===== src/rtl/rdps_pkg.sv =====
// ----------------------------------------------------------------------------
// rdps_pkg
// Shared types and constants for the memory-disk request page splitter.
// ----------------------------------------------------------------------------
package rdps_pkg;

	localparam int BLK_W    = 32;
	localparam int LEN_W    = 17;
	localparam int BUF_W    = 48;
	localparam int DADDR_W  = 52;
	localparam int OFS_W    = 49;
	localparam int BASE_W   = 39;
	localparam int SIZE_W   = 20;
	localparam int CFG_IDX_W  = 3;
	localparam int CFG_DATA_W = 39;
	localparam int MAX_RESULTS = 33;
	localparam int CNT_W    = $clog2(MAX_RESULTS);

	localparam logic [CFG_IDX_W-1:0] CFG_BASE_PAGE  = 3'd0;
	localparam logic [CFG_IDX_W-1:0] CFG_SIZE_PAGES = 3'd1;
	localparam logic [CFG_IDX_W-1:0] CFG_SECTOR     = 3'd2;
	localparam logic [CFG_IDX_W-1:0] CFG_PHYS_MODE  = 3'd3;
	localparam logic [CFG_IDX_W-1:0] CFG_DEFINED    = 3'd4;

	localparam logic [LEN_W-1:0] SECTOR_RESET = 17'd512;

	typedef enum logic [1:0] {
		ST_OK       = 2'd0,
		ST_NO_DISK  = 2'd1,
		ST_PAST_END = 2'd2,
		ST_AT_END   = 2'd3
	} status_t;

	typedef struct packed {
		logic [BASE_W-1:0] disk_base_page;
		logic [SIZE_W-1:0] disk_size_pages;
		logic [LEN_W-1:0]  sector_size;
		logic              physical_mode;
		logic              disk_defined;
	} cfg_t;

	typedef struct packed {
		logic [LEN_W-1:0]   len;
		logic [LEN_W-1:0]   left_nxt;
		logic [BUF_W-1:0]   buf_nxt;
		logic [DADDR_W-1:0] daddr_nxt;
	} step_t;

	typedef struct packed {
		status_t            status;
		logic               read_not_write;
		logic [DADDR_W-1:0] chunk_disk_address;
		logic [BUF_W-1:0]   chunk_buffer_address;
		logic [LEN_W-1:0]   chunk_length;
		logic [LEN_W-1:0]   trimmed_count;
		logic [LEN_W-1:0]   residual;
		logic               last;
	} desc_t;

endpackage


===== src/rtl/rdps_cfg_if.sv =====
// ----------------------------------------------------------------------------
// rdps_cfg_if
// Register write channel: index and data per beat.
// ----------------------------------------------------------------------------
interface rdps_cfg_if;
	logic                               valid;
	logic                               ready;
	logic [rdps_pkg::CFG_IDX_W-1:0]     index;
	logic [rdps_pkg::CFG_DATA_W-1:0]    data;

	modport source(output valid, output index, output data, input ready);
	modport sink(input valid, input index, input data, output ready);
endinterface


===== src/rtl/rdps_req_if.sv =====
// ----------------------------------------------------------------------------
// rdps_req_if
// Block request channel: one request per beat.
// ----------------------------------------------------------------------------
interface rdps_req_if;
	logic                           valid;
	logic                           ready;
	logic                           action;
	logic [rdps_pkg::BLK_W-1:0]     block_number;
	logic [rdps_pkg::LEN_W-1:0]     byte_count;
	logic [rdps_pkg::BUF_W-1:0]     buffer_address;

	modport source(output valid, output action, output block_number,
		output byte_count, output buffer_address, input ready);
	modport sink(input valid, input action, input block_number,
		input byte_count, input buffer_address, output ready);
endinterface


===== src/rtl/rdps_desc_if.sv =====
// ----------------------------------------------------------------------------
// rdps_desc_if
// Transfer descriptor channel: one descriptor per beat.
// ----------------------------------------------------------------------------
interface rdps_desc_if;
	logic                           valid;
	logic                           ready;
	logic [1:0]                     status;
	logic                           read_not_write;
	logic [rdps_pkg::DADDR_W-1:0]   chunk_disk_address;
	logic [rdps_pkg::BUF_W-1:0]     chunk_buffer_address;
	logic [rdps_pkg::LEN_W-1:0]     chunk_length;
	logic [rdps_pkg::LEN_W-1:0]     trimmed_count;
	logic [rdps_pkg::LEN_W-1:0]     residual;
	logic                           last;

	modport source(output valid, output status, output read_not_write,
		output chunk_disk_address, output chunk_buffer_address,
		output chunk_length, output trimmed_count, output residual,
		output last, input ready);
	modport sink(input valid, input status, input read_not_write,
		input chunk_disk_address, input chunk_buffer_address,
		input chunk_length, input trimmed_count, input residual,
		input last, output ready);
endinterface


===== src/rtl/rdps_cfg_regs.sv =====
// ----------------------------------------------------------------------------
// rdps_cfg_regs
// Configuration register file; always ready, unknown indexes ignored.
// ----------------------------------------------------------------------------
module rdps_cfg_regs (
	input  logic           clk,
	input  logic           arst_n,
	rdps_cfg_if.sink       cfg,
	output rdps_pkg::cfg_t regs
);

	rdps_pkg::cfg_t regs_q;

	assign cfg.ready = 1'b1;
	assign regs      = regs_q;

	always_ff @(posedge clk or negedge arst_n) begin
		if (!arst_n) begin
			regs_q.disk_base_page  <= '0;
			regs_q.disk_size_pages <= '0;
			regs_q.sector_size     <= rdps_pkg::SECTOR_RESET;
			regs_q.physical_mode   <= 1'b0;
			regs_q.disk_defined    <= 1'b0;
		end else if (cfg.valid) begin
			case (cfg.index)
				rdps_pkg::CFG_BASE_PAGE: begin
					regs_q.disk_base_page <= cfg.data[rdps_pkg::BASE_W-1:0];
				end
				rdps_pkg::CFG_SIZE_PAGES: begin
					regs_q.disk_size_pages <= cfg.data[rdps_pkg::SIZE_W-1:0];
				end
				rdps_pkg::CFG_SECTOR: begin
					regs_q.sector_size <= cfg.data[rdps_pkg::LEN_W-1:0];
				end
				rdps_pkg::CFG_PHYS_MODE: begin
					regs_q.physical_mode <= cfg.data[0];
				end
				rdps_pkg::CFG_DEFINED: begin
					regs_q.disk_defined <= cfg.data[0];
				end
				default: begin
				end
			endcase
		end
	end

endmodule


===== src/rtl/rdps_step_unit.sv =====
// ----------------------------------------------------------------------------
// rdps_step_unit
// One split step: chunk length to the nearer page end on either side,
// capped at the bytes left, and the advanced addresses.
// ----------------------------------------------------------------------------
module rdps_step_unit #(
	parameter int PAGE_BYTES = 4096
) (
	input  logic [rdps_pkg::LEN_W-1:0]   left,
	input  logic [rdps_pkg::BUF_W-1:0]   buf_addr,
	input  logic [rdps_pkg::DADDR_W-1:0] daddr,
	output rdps_pkg::step_t              step
);

	localparam int PAGE_SHIFT = $clog2(PAGE_BYTES);
	localparam logic [rdps_pkg::LEN_W-1:0] PAGE_LEN = rdps_pkg::LEN_W'(PAGE_BYTES);

	logic [rdps_pkg::LEN_W-1:0] room_b;
	logic [rdps_pkg::LEN_W-1:0] room_d;
	logic [rdps_pkg::LEN_W-1:0] room;

	always_comb begin
		room_b = PAGE_LEN - rdps_pkg::LEN_W'(buf_addr[PAGE_SHIFT-1:0]);
		room_d = PAGE_LEN - rdps_pkg::LEN_W'(daddr[PAGE_SHIFT-1:0]);
		room   = (room_b < room_d) ? room_b : room_d;
		step.len       = (room > left) ? left : room;
		step.left_nxt  = left - step.len;
		step.buf_nxt   = buf_addr + rdps_pkg::BUF_W'(step.len);
		step.daddr_nxt = daddr + rdps_pkg::DADDR_W'(step.len);
	end

endmodule


===== src/rtl/ram_disk_request_page_splitter.sv =====
// ----------------------------------------------------------------------------
// ram_disk_request_page_splitter
// Turns a memory-disk block request into transfer descriptors.
// ----------------------------------------------------------------------------
// Channels: req takes one block request per beat, desc gives descriptors,
// cfg writes registers (always ready; write only while the block is idle).
// A request runs through a sequencer: block * sector size, the range check
// and trim, and the disk address, each in its own state (S_MUL, S_CHECK,
// S_ADDR), then one descriptor per cycle from the split step unit while
// the output register is free. Errors, end of disk, virtual mode and zero
// length give a single descriptor. With 4 KiB pages and 64 KiB requests
// an item reaches 33 descriptors. req.ready is high only when the
// sequencer is idle; the next request is taken while the last descriptor
// still waits in the output register.
// If desc.ready is low the output register holds and the sequencer waits
// in S_EMIT. Reset clears the sequencer and output valid and sets
// registers to their defaults (sector size 512, disk undefined).
// PAGE_BYTES must be a power of two; the block does not enforce it.
// ----------------------------------------------------------------------------
module ram_disk_request_page_splitter #(
	parameter int PAGE_BYTES   = 4096,
	parameter int MAX_TRANSFER = 65536
) (
	input  logic        clk,
	input  logic        arst_n,
	rdps_cfg_if.sink    cfg,
	rdps_req_if.sink    req,
	rdps_desc_if.source desc
);

	localparam int PAGE_SHIFT = $clog2(PAGE_BYTES);
	localparam logic [rdps_pkg::LEN_W-1:0] MAX_LEN = rdps_pkg::LEN_W'(MAX_TRANSFER);
	localparam logic [rdps_pkg::CNT_W-1:0] LAST_IDX =
		rdps_pkg::CNT_W'(rdps_pkg::MAX_RESULTS - 1);

	typedef enum logic [2:0] {
		S_IDLE,
		S_MUL,
		S_CHECK,
		S_ADDR,
		S_EMIT
	} state_t;

	rdps_pkg::cfg_t  regs;
	rdps_pkg::step_t step;

	state_t                        state_q;
	logic                          rnw_q;
	logic [rdps_pkg::BLK_W-1:0]    blk_q;
	logic [rdps_pkg::LEN_W-1:0]    count_q;
	logic [rdps_pkg::OFS_W-1:0]    offset_q;
	rdps_pkg::status_t             status_q;
	logic [rdps_pkg::LEN_W-1:0]    trim_q;
	logic [rdps_pkg::LEN_W-1:0]    left_q;
	logic [rdps_pkg::BUF_W-1:0]    buf_q;
	logic [rdps_pkg::DADDR_W-1:0]  daddr_q;
	logic [rdps_pkg::CNT_W-1:0]    n_q;
	logic                          single_q;
	logic                          out_valid_q;
	rdps_pkg::desc_t               out_q;

	logic [rdps_pkg::LEN_W-1:0]    count_sat;
	logic [rdps_pkg::OFS_W-1:0]    product;
	logic [rdps_pkg::OFS_W-1:0]    disk_bytes;
	logic [rdps_pkg::OFS_W-1:0]    room_left;
	logic [rdps_pkg::DADDR_W-1:0]  base_bytes;
	logic                          out_free;
	logic                          fin;

	rdps_cfg_regs u_cfg_regs (
		.clk    (clk),
		.arst_n (arst_n),
		.cfg    (cfg),
		.regs   (regs)
	);

	rdps_step_unit #(
		.PAGE_BYTES (PAGE_BYTES)
	) u_step_unit (
		.left     (left_q),
		.buf_addr (buf_q),
		.daddr    (daddr_q),
		.step     (step)
	);

	assign count_sat  = (req.byte_count > MAX_LEN) ? MAX_LEN : req.byte_count;
	assign product    = rdps_pkg::OFS_W'(blk_q) * rdps_pkg::OFS_W'(regs.sector_size);
	assign disk_bytes = rdps_pkg::OFS_W'(regs.disk_size_pages) << PAGE_SHIFT;
	assign room_left  = disk_bytes - offset_q;
	assign base_bytes = rdps_pkg::DADDR_W'(regs.disk_base_page) << PAGE_SHIFT;
	assign out_free   = !out_valid_q || desc.ready;
	assign fin        = (step.left_nxt == '0) || (n_q == LAST_IDX);

	assign req.ready                 = (state_q == S_IDLE);
	assign desc.valid                = out_valid_q;
	assign desc.status               = out_q.status;
	assign desc.read_not_write       = out_q.read_not_write;
	assign desc.chunk_disk_address   = out_q.chunk_disk_address;
	assign desc.chunk_buffer_address = out_q.chunk_buffer_address;
	assign desc.chunk_length         = out_q.chunk_length;
	assign desc.trimmed_count        = out_q.trimmed_count;
	assign desc.residual             = out_q.residual;
	assign desc.last                 = out_q.last;

	always_ff @(posedge clk or negedge arst_n) begin
		if (!arst_n) begin
			state_q     <= S_IDLE;
			out_valid_q <= 1'b0;
		end else begin
			if (desc.ready && (state_q != S_EMIT)) begin
				out_valid_q <= 1'b0;
			end
			case (state_q)
				S_IDLE: begin
					if (req.valid) begin
						rnw_q   <= req.action;
						blk_q   <= req.block_number;
						count_q <= count_sat;
						buf_q   <= req.buffer_address;
						state_q <= S_MUL;
					end
				end
				S_MUL: begin
					offset_q <= product;
					state_q  <= S_CHECK;
				end
				S_CHECK: begin
					trim_q <= count_q;
					if (!regs.disk_defined) begin
						status_q <= rdps_pkg::ST_NO_DISK;
					end else if (offset_q > disk_bytes) begin
						status_q <= rdps_pkg::ST_PAST_END;
					end else if (offset_q == disk_bytes) begin
						status_q <= rdps_pkg::ST_AT_END;
					end else begin
						status_q <= rdps_pkg::ST_OK;
						if (rdps_pkg::OFS_W'(count_q) > room_left) begin
							trim_q <= room_left[rdps_pkg::LEN_W-1:0];
						end
					end
					state_q <= S_ADDR;
				end
				S_ADDR: begin
					n_q <= '0;
					if (status_q == rdps_pkg::ST_OK) begin
						daddr_q  <= base_bytes + rdps_pkg::DADDR_W'(offset_q);
						left_q   <= trim_q;
						single_q <= !regs.physical_mode || (trim_q == '0);
					end else begin
						daddr_q  <= '0;
						buf_q    <= '0;
						single_q <= 1'b1;
					end
					state_q <= S_EMIT;
				end
				S_EMIT: begin
					if (out_free) begin
						out_valid_q                <= 1'b1;
						out_q.status               <= status_q;
						out_q.read_not_write       <= rnw_q;
						out_q.chunk_disk_address   <= daddr_q;
						out_q.chunk_buffer_address <= buf_q;
						out_q.trimmed_count        <= trim_q;
						if (single_q) begin
							out_q.last <= 1'b1;
							if (status_q == rdps_pkg::ST_OK) begin
								out_q.chunk_length <= trim_q;
								out_q.residual     <= '0;
							end else begin
								out_q.chunk_length <= '0;
								out_q.residual     <= trim_q;
							end
							state_q <= S_IDLE;
						end else begin
							out_q.chunk_length <= step.len;
							out_q.residual     <= '0;
							out_q.last         <= fin;
							left_q             <= step.left_nxt;
							buf_q              <= step.buf_nxt;
							daddr_q            <= step.daddr_nxt;
							n_q                <= n_q + rdps_pkg::CNT_W'(1);
							if (fin) begin
								state_q <= S_IDLE;
							end
						end
					end
				end
				default: begin
					state_q <= S_IDLE;
				end
			endcase
		end
	end

endmodule

===== src/flat_wrapper.sv =====
// flat-port wrapper written by rule: the top's interface ports become plain ports
module ram_disk_request_page_splitter_flat 
#(
	parameter int PAGE_BYTES   = 4096,
	parameter int MAX_TRANSFER = 65536
)
  (clk, arst_n, cfg_valid, cfg_index, cfg_data, cfg_ready, req_valid, req_action, req_block_number, req_byte_count, req_buffer_address, req_ready, desc_valid, desc_status, desc_read_not_write, desc_chunk_disk_address, desc_chunk_buffer_address, desc_chunk_length, desc_trimmed_count, desc_residual, desc_last, desc_ready);
  rdps_cfg_if cfg_i ();
  rdps_req_if req_i ();
  rdps_desc_if desc_i ();
  input  logic clk;
  input  logic arst_n;
  input wire logic [$bits(cfg_i.valid)-1:0] cfg_valid;
  input wire logic [$bits(cfg_i.index)-1:0] cfg_index;
  input wire logic [$bits(cfg_i.data)-1:0] cfg_data;
  output wire logic [$bits(cfg_i.ready)-1:0] cfg_ready;
  input wire logic [$bits(req_i.valid)-1:0] req_valid;
  input wire logic [$bits(req_i.action)-1:0] req_action;
  input wire logic [$bits(req_i.block_number)-1:0] req_block_number;
  input wire logic [$bits(req_i.byte_count)-1:0] req_byte_count;
  input wire logic [$bits(req_i.buffer_address)-1:0] req_buffer_address;
  output wire logic [$bits(req_i.ready)-1:0] req_ready;
  output wire logic [$bits(desc_i.valid)-1:0] desc_valid;
  output wire logic [$bits(desc_i.status)-1:0] desc_status;
  output wire logic [$bits(desc_i.read_not_write)-1:0] desc_read_not_write;
  output wire logic [$bits(desc_i.chunk_disk_address)-1:0] desc_chunk_disk_address;
  output wire logic [$bits(desc_i.chunk_buffer_address)-1:0] desc_chunk_buffer_address;
  output wire logic [$bits(desc_i.chunk_length)-1:0] desc_chunk_length;
  output wire logic [$bits(desc_i.trimmed_count)-1:0] desc_trimmed_count;
  output wire logic [$bits(desc_i.residual)-1:0] desc_residual;
  output wire logic [$bits(desc_i.last)-1:0] desc_last;
  input wire logic [$bits(desc_i.ready)-1:0] desc_ready;
  assign cfg_i.valid = cfg_valid;
  assign cfg_i.index = cfg_index;
  assign cfg_i.data = cfg_data;
  assign cfg_ready = cfg_i.ready;
  assign req_i.valid = req_valid;
  assign req_i.action = req_action;
  assign req_i.block_number = req_block_number;
  assign req_i.byte_count = req_byte_count;
  assign req_i.buffer_address = req_buffer_address;
  assign req_ready = req_i.ready;
  assign desc_valid = desc_i.valid;
  assign desc_status = desc_i.status;
  assign desc_read_not_write = desc_i.read_not_write;
  assign desc_chunk_disk_address = desc_i.chunk_disk_address;
  assign desc_chunk_buffer_address = desc_i.chunk_buffer_address;
  assign desc_chunk_length = desc_i.chunk_length;
  assign desc_trimmed_count = desc_i.trimmed_count;
  assign desc_residual = desc_i.residual;
  assign desc_last = desc_i.last;
  assign desc_i.ready = desc_ready;
  ram_disk_request_page_splitter #(.PAGE_BYTES(PAGE_BYTES), .MAX_TRANSFER(MAX_TRANSFER)) u_core (.clk(clk), .arst_n(arst_n), .cfg(cfg_i), .req(req_i), .desc(desc_i));
endmodule

===== config.mk =====
export PLATFORM = sky130hd
export DESIGN_NAME = ram_disk_request_page_splitter_flat
export DESIGN_NICKNAME = d
export VERILOG_FILES = /design/src/rtl/rdps_pkg.sv /design/src/rtl/rdps_cfg_if.sv /design/src/rtl/rdps_req_if.sv /design/src/rtl/rdps_desc_if.sv /design/src/rtl/rdps_cfg_regs.sv /design/src/rtl/rdps_step_unit.sv /design/src/rtl/ram_disk_request_page_splitter.sv /design/src/flat_wrapper.sv
export SDC_FILE = /design/constraint.sdc
export NUM_CORES = 2
export LEC_CHECK = 0
export ABC_AREA = 1
export BUFFER_PORTS_ARGS = -buffer_cell sky130_fd_sc_hd__buf_2
export CAP_MARGIN = 40
export CORE_ASPECT_RATIO = 1.2
export CORE_UTILIZATION = 32
export DETAILED_ROUTE_END_ITERATION = 8
export HOLD_SLACK_MARGIN = 0.03
export PLACE_DENSITY = 0.53
export SYNTH_ARGS = -nofsm -noshare
export SYNTH_HDL_FRONTEND = slang
export SYNTH_SLANG_ARGS = --single-unit

===== constraint.sdc =====
create_clock -name clk -period 17 [get_ports clk]
set_input_delay 3.4 -clock clk [delete_from_list [all_inputs] [get_ports clk]]
set_output_delay 3.4 -clock clk [all_outputs]
set_load 0.01 [all_outputs]

==> impl_metrics.env <==
export IMPL_crit_path_start_kind="flop"
export IMPL_slowest_delay_ns=0.79
export IMPL_ys_flop_type="edfxtp_1"
export IMPL_initial_core_util=0.322
export IMPL_layout_nets=6752
export IMPL_cts_root_buf="clkbuf_16"
export IMPL_hold_viol_final=0
export IMPL_use_met3=0.0234
export IMPL_grt_max_degree=72
export IMPL_fmax_mhz=111
export IMPL_vias=37600
export IMPL_yosys_area_share_adder=0.271
export IMPL_synth_compound_area_frac=0.0894
export IMPL_synth_cells=5655
export IMPL_fin_setup_tns_ns=0
export IMPL_grt_first_pass_wirelength_um=225000
export IMPL_worstSkewPairLatency_ns=0.68
export IMPL_io_pins=303
export IMPL_dieArea_mm2=0.146
export IMPL_status="complete, no violations"
export IMPL_dieHeight_um=418
export IMPL_endpoint_kind="flop"
export IMPL_synthSimpleGateAreaFrac=0.199
export IMPL_ys_types=63
export IMPL_cp_common_cell="nand2_1"
export IMPL_finalClockSkew_ns=0.0171
export IMPL_synth_top_family_by_area="adder cells"
export IMPL_crit_required_ns=17.42
export IMPL_yosys_area_top_type_share=0.259
export IMPL_routed_wl_um=147000
export IMPL_cts_sinks=479
export IMPL_drtAntennaViolNets=0
export IMPL_wire_per_inst_um=18.7
export IMPL_busiest_layer="met2"
export IMPL_die_w_um=348
export IMPL_seq_area_frac_synth=0.303
export IMPL_place_port_buffers=301
export IMPL_rsz0062_at_grt="false"
export IMPL_cap_violations=0
export IMPL_worstPathArrival_ns=9.46
export IMPL_cts_buffer_depth=3
export IMPL_dp_hpwl_um=120000
export IMPL_synth_area_mm2=0.0461
export IMPL_hold_class="flop to flop"
export IMPL_fin_crit_sh=0.532
export IMPL_yosysWarnings=0
export IMPL_setup_viol=0
export IMPL_cts_resized=0
export IMPL_cts_hold_buf=0
export IMPL_num_rows=152
export IMPL_cts_reportedPaths_clkPinSlew_ns=0.06
export IMPL_vias_per_cell=4.79
export IMPL_use_met2=0.372
export IMPL_syn_avg_cell_area_um2=8.15
export IMPL_final_util=0.362
export IMPL_synth_xor_area_share=0.0211
export IMPL_synth_seq_cells=479
export IMPL_worst_path_max_delay_cell="a21oi_1"
export IMPL_drtIter0Drc=2187
export IMPL_worstMarginPinSlew_ns=0.900
export IMPL_h_tree_depth=2
export IMPL_grt_overflow=0
export IMPL_met1_usage=0.245
export IMPL_grt_usage=0.202
export IMPL_whs_ns=0.429
export IMPL_antenna_found_initial=5
export IMPL_synth_edf_count=397
export IMPL_synth_area_top_cells="edfxtp_1, fa_1, nand2_1"
export IMPL_relSlewSlack=0.400
export IMPL_drive_above_1_share=0.0926
export IMPL_drtPass1Iterations=6
export IMPL_area_growth_pct=12.2
export IMPL_cts_tree="yes"
export IMPL_routabilityCongestion=0.940
export IMPL_crit_path_max_fanout=26
export IMPL_synth_largest_area_cell="edfxtp_1"
export IMPL_grt_pass1_vias=38500
export IMPL_final_fill_count=15100
export IMPL_cts_buffers=57
export IMPL_layout_min_cycle_time_ns=9.04
export IMPL_synth_area_mux_share=0.00440
export IMPL_critPathKind="flop to flop"
export IMPL_drc=0
export IMPL_post_cts_buffers=0
export IMPL_drv_slew=0
export IMPL_core_area_mm2=0.143
export IMPL_async_flop_share=0.171
synth_stat cells, types with 72 or more instances:
cell      number
fa_1         453
nand3_1      171
xor2_1        72
edfxtp_1     397
nor2_1       400
clkbuf_1     174
ha_1         275
nor3_1        79
nand2_1     1409
dfrtp_1       81
a21oi_1      265
inv_1       1169
o21ai_0      287
worst max-delay path, delay by kind of cell (launching register included):
kind                       cells  cell delay (ns)
AOI/OAI and AO/OA              7             2.25
buffers and inverters          7             0.78
adders and majority gates      5             1.51
and+or+nand+nor               21             3.80
DFF                            1             0.41
registers in the layout, indices dropped and copies added (netlist names), 2 cells and up:
name / cells
u_core.status_q: 2
u_core.buf_q: 48
u_core.daddr_q: 52
u_core.blk_q: 32
u_core.count_q: 17
u_core.state_q: 3
u_core.trim_q: 17
u_core.desc.chunk_buffer_address: 48
u_core.u_cfg_regs.regs: 78
u_core.offset_q: 49
u_core.left_q: 17
u_core.desc.chunk_disk_address: 52
u_core.desc.status: 2
u_core.desc.trimmed_count: 17
u_core.desc.chunk_length: 17
u_core.desc.residual: 17
u_core.n_q: 6
layout by cell type, fill, tap and decap left out, drive strengths merged, types with 10 or more instances in the layout:
master	count
buf	342
xnor2	39
o22ai	25
nand3	178
or2	14
o21bai	32
inv	1182
a21oi	265
fa	453
o21ai	298
mux2	18
clkbuf	67
xor2	72
clkinvlp	10
nor3	80
edfxtp	397
nand2	1421
nand4	50
dfrtp	81
ha	275
nor2	429
a21o	21
a31oi	20
o21a	26
clkinv	17
nor4	33
stage by stage:
stage	instances	cell area [um2]	setup WS, ns
6_report	7852	51700	7.96
4_1_cts	7851	51700	8.08
5_1_grt	7851	51700	7.26
2_1_floorplan	5662	46100	2.24
3_3_place_gp	7738	49600	8.11
3_5_place_dp	7745	49700	8.11
cell type report:
class	count	area [um2]	share of cell area
diodes	1	2.50	0.0000484
clock buffers	67	1480	0.0287
clock inverters	39	503	0.00973
inverters	1178	4420	0.0856
multi-input cells	3821	27000	0.523
flip-flops and latches	479	14000	0.270
well taps	1925	2410	0.0466
repair buffers	342	1870	0.0362
layer usage:
layer  vias up  part of all wire
met5         -                 0
met4         0             0.028
met3       191             0.044
met2       928              0.51
met1     18300              0.42
li1      18200                 -
path summary, 6_finish.rpt:
check | to | depth (start not counted) | startpoint | slack, ns
worst max-delay path | u_core.buf_q[46] | 40 | u_core.daddr_q[0] | 7.96
min in group asynchronous | u_core.state_q[1] | 1 | arst_n | 2.60
max in group asynchronous | u_core.u_cfg_regs.regs[10] | 3 | arst_n | 12.86
worst min register to register | u_core.desc.read_not_write | 0 | u_core.rnw_q | 0.43
worst min-delay path | u_core.desc.read_not_write | 0 | u_core.rnw_q | 0.43
worst max register to register | u_core.buf_q[46] | 40 | u_core.daddr_q[0] | 7.96
logic make-up after synthesis:
logic type	Yosys count
and+or+nand+nor	2222
buffers and inverters	1362
AOI/OAI and AO/OA	733
adders and majority gates	728
DFF	479
xor gates and xnor gates	111
muxes	18
other	2
Power is left out: the tool's default activity adds up to more than one toggle a clock period on the data nets, which glitch-free logic cannot reach.
